[config.mk]
export PLATFORM = sky130hd
export DESIGN_NAME = mbs_ctrl
export DESIGN_NICKNAME = d
export VERILOG_FILES = /design/src/hw/rtl/mbs_pkg.sv /design/src/hw/rtl/mbs_ctrl.sv
export SDC_FILE = /design/constraint.sdc
export NUM_CORES = 1
export LEC_CHECK = 0
export BUFFER_PORTS_ARGS = -buffer_cell sky130_fd_sc_hd__buf_4
export CAP_MARGIN = 5
export CORE_MARGIN = 2
export CORE_UTILIZATION = 42
export DETAILED_ROUTE_END_ITERATION = 7
export PLACE_DENSITY = 0.76
export SETUP_SLACK_MARGIN = 0.05
export SLEW_MARGIN = 10
export SYNTH_ARGS = -nofsm -noshare
export SYNTH_HDL_FRONTEND = slang
export SYNTH_SLANG_ARGS = --single-unit
[constraint.sdc]
create_clock -name clk -period 1.6 [get_ports clk]
set_clock_uncertainty 0.1 [all_clocks]
set_input_delay 0.08 -clock clk [delete_from_list [all_inputs] [get_ports clk]]
set_output_delay 0.08 -clock clk [all_outputs]
set_load 0.005 [all_outputs]
[src/hw/rtl/mbs_pkg.sv]
// Shared types and constants for the maze backtracker step block.
// Request/result payloads, controller-datapath command and status structs.
// No dependencies.
`default_nettype none

package mbs_pkg;

    typedef struct packed {
        logic       action;
        logic [1:0] choice;
    } mbs_req_t;

    typedef struct packed {
        logic [5:0] cell_x;
        logic [5:0] cell_y;
        logic       carved;
        logic [1:0] carved_dir;
        logic       backtracked;
        logic       done_res;
    } mbs_res_t;

    localparam int CFG_DATA_W = 7;

    localparam logic REG_MAZE_WIDTH  = 1'b0;
    localparam logic REG_MAZE_HEIGHT = 1'b1;

    localparam logic [CFG_DATA_W-1:0] DIM_RESET = 7'd16;

    localparam logic ACTION_STEP    = 1'b0;
    localparam logic ACTION_RESTART = 1'b1;

    localparam logic [1:0] DIR_UP    = 2'd0;
    localparam logic [1:0] DIR_RIGHT = 2'd1;
    localparam logic [1:0] DIR_DOWN  = 2'd2;
    localparam logic [1:0] DIR_LEFT  = 2'd3;

    localparam int         NUM_SLOTS  = 5;
    localparam logic [2:0] SLOT_CUR   = 3'd0;
    localparam logic [2:0] SLOT_UP    = 3'd1;
    localparam logic [2:0] SLOT_LEFT  = 3'd2;
    localparam logic [2:0] SLOT_DOWN  = 3'd3;
    localparam logic [2:0] SLOT_RIGHT = 3'd4;

    localparam logic [3:0] WALLS_ALL = 4'hF;

    typedef struct packed {
        logic       accept;
        logic       restart;
        logic       clr_step;
        logic       rd_issue;
        logic [2:0] rd_slot;
        logic       cap;
        logic [2:0] cap_slot;
        logic       wr_cur;
        logic       wr_nxt;
        logic       pop_rd;
        logic       pop_load;
        logic       set_done;
        logic       load_out;
    } mbs_cmd_t;

    typedef struct packed {
        logic clr_last;
        logic walk_done;
        logic carve;
        logic stack_empty;
    } mbs_sts_t;

    // Candidate order is up, left, down, right.
    function automatic logic [1:0] cand_dir(input logic [1:0] k);
        logic [1:0] d;
        unique case (k)
            2'd0:    d = DIR_UP;
            2'd1:    d = DIR_LEFT;
            2'd2:    d = DIR_DOWN;
            default: d = DIR_RIGHT;
        endcase
        return d;
    endfunction

    // choice modulo candidate count, count in 1..4
    function automatic logic [1:0] pick_index(input logic [1:0] choice, input logic [2:0] n);
        logic [1:0] p;
        case (n)
            3'd2:    p = {1'b0, choice[0]};
            3'd3:    p = (choice == 2'd3) ? 2'd0 : choice;
            3'd4:    p = choice;
            default: p = 2'd0;
        endcase
        return p;
    endfunction

endpackage

`default_nettype wire

[src/hw/rtl/mbs_ctrl.sv]
// Controller of the maze backtracker step: sequences the clearing pass,
// neighbor reads, cell writes, stack pop and result hand-off.
// Depends on mbs_pkg; commands mbs_datapath.
`default_nettype none

module mbs_ctrl (
    input  wire logic              clk,
    input  wire logic              rst_n,
    input  wire logic              req_valid,
    output logic                   req_stall,
    input  wire logic              req_action,
    output logic                   res_valid,
    input  wire logic              res_stall,
    output mbs_pkg::mbs_cmd_t      cmd,
    input  wire mbs_pkg::mbs_sts_t sts
);
    import mbs_pkg::*;

    typedef enum logic [3:0] {
        S_CLEAR,
        S_IDLE,
        S_RST,
        S_READ,
        S_LAST,
        S_WCUR,
        S_WNXT,
        S_POP,
        S_OUT
    } state_t;

    state_t     state_reg, state_next;
    logic [2:0] rd_cnt_reg, rd_cnt_next;
    logic       restart_reg, restart_next;
    logic       res_valid_reg, res_valid_next;

    always_comb
    begin
        state_next     = state_reg;
        rd_cnt_next    = rd_cnt_reg;
        restart_next   = restart_reg;
        res_valid_next = res_valid_reg && res_stall;
        cmd            = '0;
        cmd.rd_slot    = rd_cnt_reg;
        cmd.cap_slot   = rd_cnt_reg - 3'd1;
        unique case (state_reg)
            S_CLEAR:
            begin
                cmd.clr_step = 1'b1;
                if (sts.clr_last)
                    state_next = S_IDLE;
            end
            S_IDLE:
            begin
                if (req_valid)
                begin
                    cmd.accept   = 1'b1;
                    restart_next = (req_action == ACTION_RESTART);
                    rd_cnt_next  = SLOT_CUR;
                    if (req_action == ACTION_RESTART)
                        state_next = S_RST;
                    else if (sts.walk_done)
                        state_next = S_OUT;
                    else
                        state_next = S_READ;
                end
            end
            S_RST:
            begin
                cmd.restart = 1'b1;
                state_next  = S_OUT;
            end
            S_READ:
            begin
                cmd.rd_issue = 1'b1;
                cmd.cap      = (rd_cnt_reg != SLOT_CUR);
                if (rd_cnt_reg == SLOT_RIGHT)
                    state_next = S_LAST;
                else
                    rd_cnt_next = rd_cnt_reg + 3'd1;
            end
            S_LAST:
            begin
                cmd.cap      = 1'b1;
                cmd.cap_slot = SLOT_RIGHT;
                state_next   = S_WCUR;
            end
            S_WCUR:
            begin
                cmd.wr_cur = 1'b1;
                state_next = S_WNXT;
            end
            S_WNXT:
            begin
                if (sts.carve)
                begin
                    cmd.wr_nxt = 1'b1;
                    state_next = S_OUT;
                end
                else if (!sts.stack_empty)
                begin
                    cmd.pop_rd = 1'b1;
                    state_next = S_POP;
                end
                else
                begin
                    cmd.set_done = 1'b1;
                    state_next   = S_OUT;
                end
            end
            S_POP:
            begin
                cmd.pop_load = 1'b1;
                state_next   = S_OUT;
            end
            S_OUT:
            begin
                if (!res_valid_reg || !res_stall)
                begin
                    cmd.load_out   = 1'b1;
                    res_valid_next = 1'b1;
                    state_next     = restart_reg ? S_CLEAR : S_IDLE;
                end
            end
            default:
            begin
                state_next = S_CLEAR;
            end
        endcase
    end

    always_ff @(posedge clk or negedge rst_n)
    begin
        if (!rst_n)
        begin
            state_reg     <= S_CLEAR;
            rd_cnt_reg    <= SLOT_CUR;
            restart_reg   <= 1'b0;
            res_valid_reg <= 1'b0;
        end
        else
        begin
            state_reg     <= state_next;
            rd_cnt_reg    <= rd_cnt_next;
            restart_reg   <= restart_next;
            res_valid_reg <= res_valid_next;
        end
    end

    assign req_stall = (state_reg != S_IDLE);
    assign res_valid = res_valid_reg;

    a_load_free: assert property (@(posedge clk) disable iff (!rst_n)
        cmd.load_out |-> (!res_valid_reg || !res_stall))
        else $error("result overwritten while held");

    a_one_write: assert property (@(posedge clk) disable iff (!rst_n)
        $onehot0({cmd.clr_step, cmd.wr_cur, cmd.wr_nxt}))
        else $error("cell memory write conflict");

    a_read_range: assert property (@(posedge clk) disable iff (!rst_n)
        (state_reg == S_READ) |-> (rd_cnt_reg <= SLOT_RIGHT))
        else $error("neighbor read slot out of range");

endmodule

`default_nettype wire

==> impl_metrics.toml <==
[run_status]
status = "finished, violations left"
violations = "negative setup slack"

[yosys]
syn_nets = 97
synthTopCellsByArea = "dfrtp_1 (31%), nor2_1 (6.3%), ha_1 (5.2%)"
ys_warn_count = 0
synth-async-reset-ratio = 1.000
synth.top_cell.area_share = 0.3147
synth_area_sq_um = 715.7
netlist-cell-type-count = 33
synthCells = 85
yosysSeqAreaShare = 0.3147
synth.avg_cell_area_sq_um = 8.420
yosys.area.top_type = "dfrtp_1"
ys_seq_elements = 9
synth_edf_count = 0
synthFlopType = "dfrtp_1"

[final_layout]
final_cell_mix = "buf_4 (51), nor2_1 (8), buf_6 (8), dfrtp_1 (5)"
drive_above_1_share = 0.7365
final_common_cell = "buf_4"
largest_reg_flops = 4
diodes = 0
syn_to_final_growth_pct = 108.6
fin_util = 0.9575
nets = 161
final_cells = 164
nFillCells = 31

[sta]
fmax_ghz = 0.5493
hold_viol = 0
maxSlewViolCount = 0
hold_slack_ns = 0.07731
min_period_ns = 1.821
relSlewSlack = 0.7831
setup_ws_ns = -0.2205
tightest_slew_ns = 0.3246
period_share = 1.138
finalSetupViolCount = 21
rsz0062_at_grt = "yes"

[route]
wl_um = 4093
postRouteAntennaNets = 0
first_iter_violations = 56
first_pass_iters = 4
viasPerCell = 6.543
drcViolationCount = 0
post_drt_wl_per_cell_um = 24.96
vias = 1073

[grt]
use_met2 = 0.4914
gr-max-usage-layer = "met2"
grt_start_max_net_pins = 10
overflow = 0
grt_pass1_vias = 951
grtUsageMet3 = 0.09200
grt_pass1_wl_um = 4326
antenna_found_initial = 0
grt_use_met1 = 0.3509
grt_use_total = 0.3015

[die]
die-height_um = 45.28
initial_core_util = 0.4591
die_area_sq_mm = 0.002050
core.rowCount = 14
coreArea_sq_mm = 0.001559
die-width_um = 45.28
io_pins = 28

[clock_tree]
numCtsBuffers = 3
clk_latency_ns = 0.29
clk_pin_slew_worst_paths_ns = 0.09
root_buffer = "clkbuf_4"
clock_path_buffers = 2
cts.sinks = 9
cts_htree_levels = 1
cts_tree = "built"

[place]
gp_congestion = 0.8087
io_buffers = 27
dp.cells = 143
place_ws_ns = -0.02086
dpl.hpwl_um = 1573

[pwr]
ir_drop_mv = 1.477
p_per_area_mw_per_mm2 = 2115
leakage_uw = 0.0006849

[worst_setup_path]
critPathRequiredTime_ns = 1.42
crit_type = "register to output port"
path_max_fanout = 6
arrival_ns = 1.64
startpoint_type = "register"
end_kind = "output port"

[flow_run]
maxCapViolCount = 0

[worst_hold_path]
worstHoldPathType = "primary input to asynchronous set/reset pin"
[stage by stage]
step,TNS (ns),power [uW],area (sq um)
3_5_place_dp,-0.02086,1869,1071
3_3_place_gp,-0.02778,1837,1071
2_1_floorplan,0,1149,723.2
5_1_grt,-3.560,3288,1493
6_report,-2.439,3157,1493
4_1_cts,-0.5704,2462,1318
[critical path, stage by stage, from the launching register on]
cell	delay (ns)
dfrtp_2	0.47
nand2b_4	0.17
or3b_4	0.40
nor3b_2	0.18
buf_4	0.14
[final cells by class]
cell class | count | area (sq um) | share of cell area
clock buffer | 4 | 26.28 | 0.01760
inverter | 5 | 18.77 | 0.01257
multi-input combinational | 67 | 674.4 | 0.4518
sequential | 9 | 230.2 | 0.1542
tap | 16 | 20.02 | 0.01341
timing repair buffer | 63 | 523.0 | 0.3504
[kinds of logic after synthesis]
logic type,Yosys count,share of synthesized area
mux,4,0.06119
flops,9,0.3147
simple gates,44,0.3636
buf+inv,9,0.05071
xor+xnor,1,0.01224
fa+ha+maj,3,0.05245
compound gates,15,0.1451
[cells in the mapped netlist (2+ instances only)]
cell / instances
or3_1: 2
nor4b_1: 2
nor3b_1: 3
mux2_2: 3
nor2b_1: 2
nor4_1: 2
nor3_1: 4
nand2_1: 6
buf_2: 2
clkbuf_1: 2
inv_1: 5
o21ai_0: 2
nand2b_1: 3
dfrtp_1: 9
nor2_1: 12
a21oi_1: 6
and2_1: 2
ha_1: 3
[timing repair]
action	CTS	global route
pin swaps	10	10
hold endpoints to repair	11	0
setup endpoints to repair	16	23
setup buffers	10	4
hold buffers	3	0
resized for setup	28	33
[report_power, final]
group / switching (uW) / total [uW] / internal [uW]
Sequential: 157 / 489 / 332
Clock: 102 / 199 / 96.5
Combinational: 1160 / 2470 / 1310
[routing by layer]
layer / up-vias / wire length [um]
li1: 431 / -
met2: 101 / 1963
met3: 37 / 412
met5: - / 0
met4: 0 / 280
met1: 504 / 1436
[path summary, 6_finish.rpt]
check	cells after the start	end	slack, ns	start
max in group asynchronous	2	state_reg[1]	1.14	rst_n
min reg2reg	1	restart_reg	0.53	restart_reg
max reg2reg	5	state_reg[2]	-0.14	state_reg[3]
max	4	cmd[1]	-0.22	state_reg[3]
min	2	state_reg[2]	0.08	rst_n
min in group clk	3	res_valid	0.10	res_stall
Power figures use the tool's default switching activity.
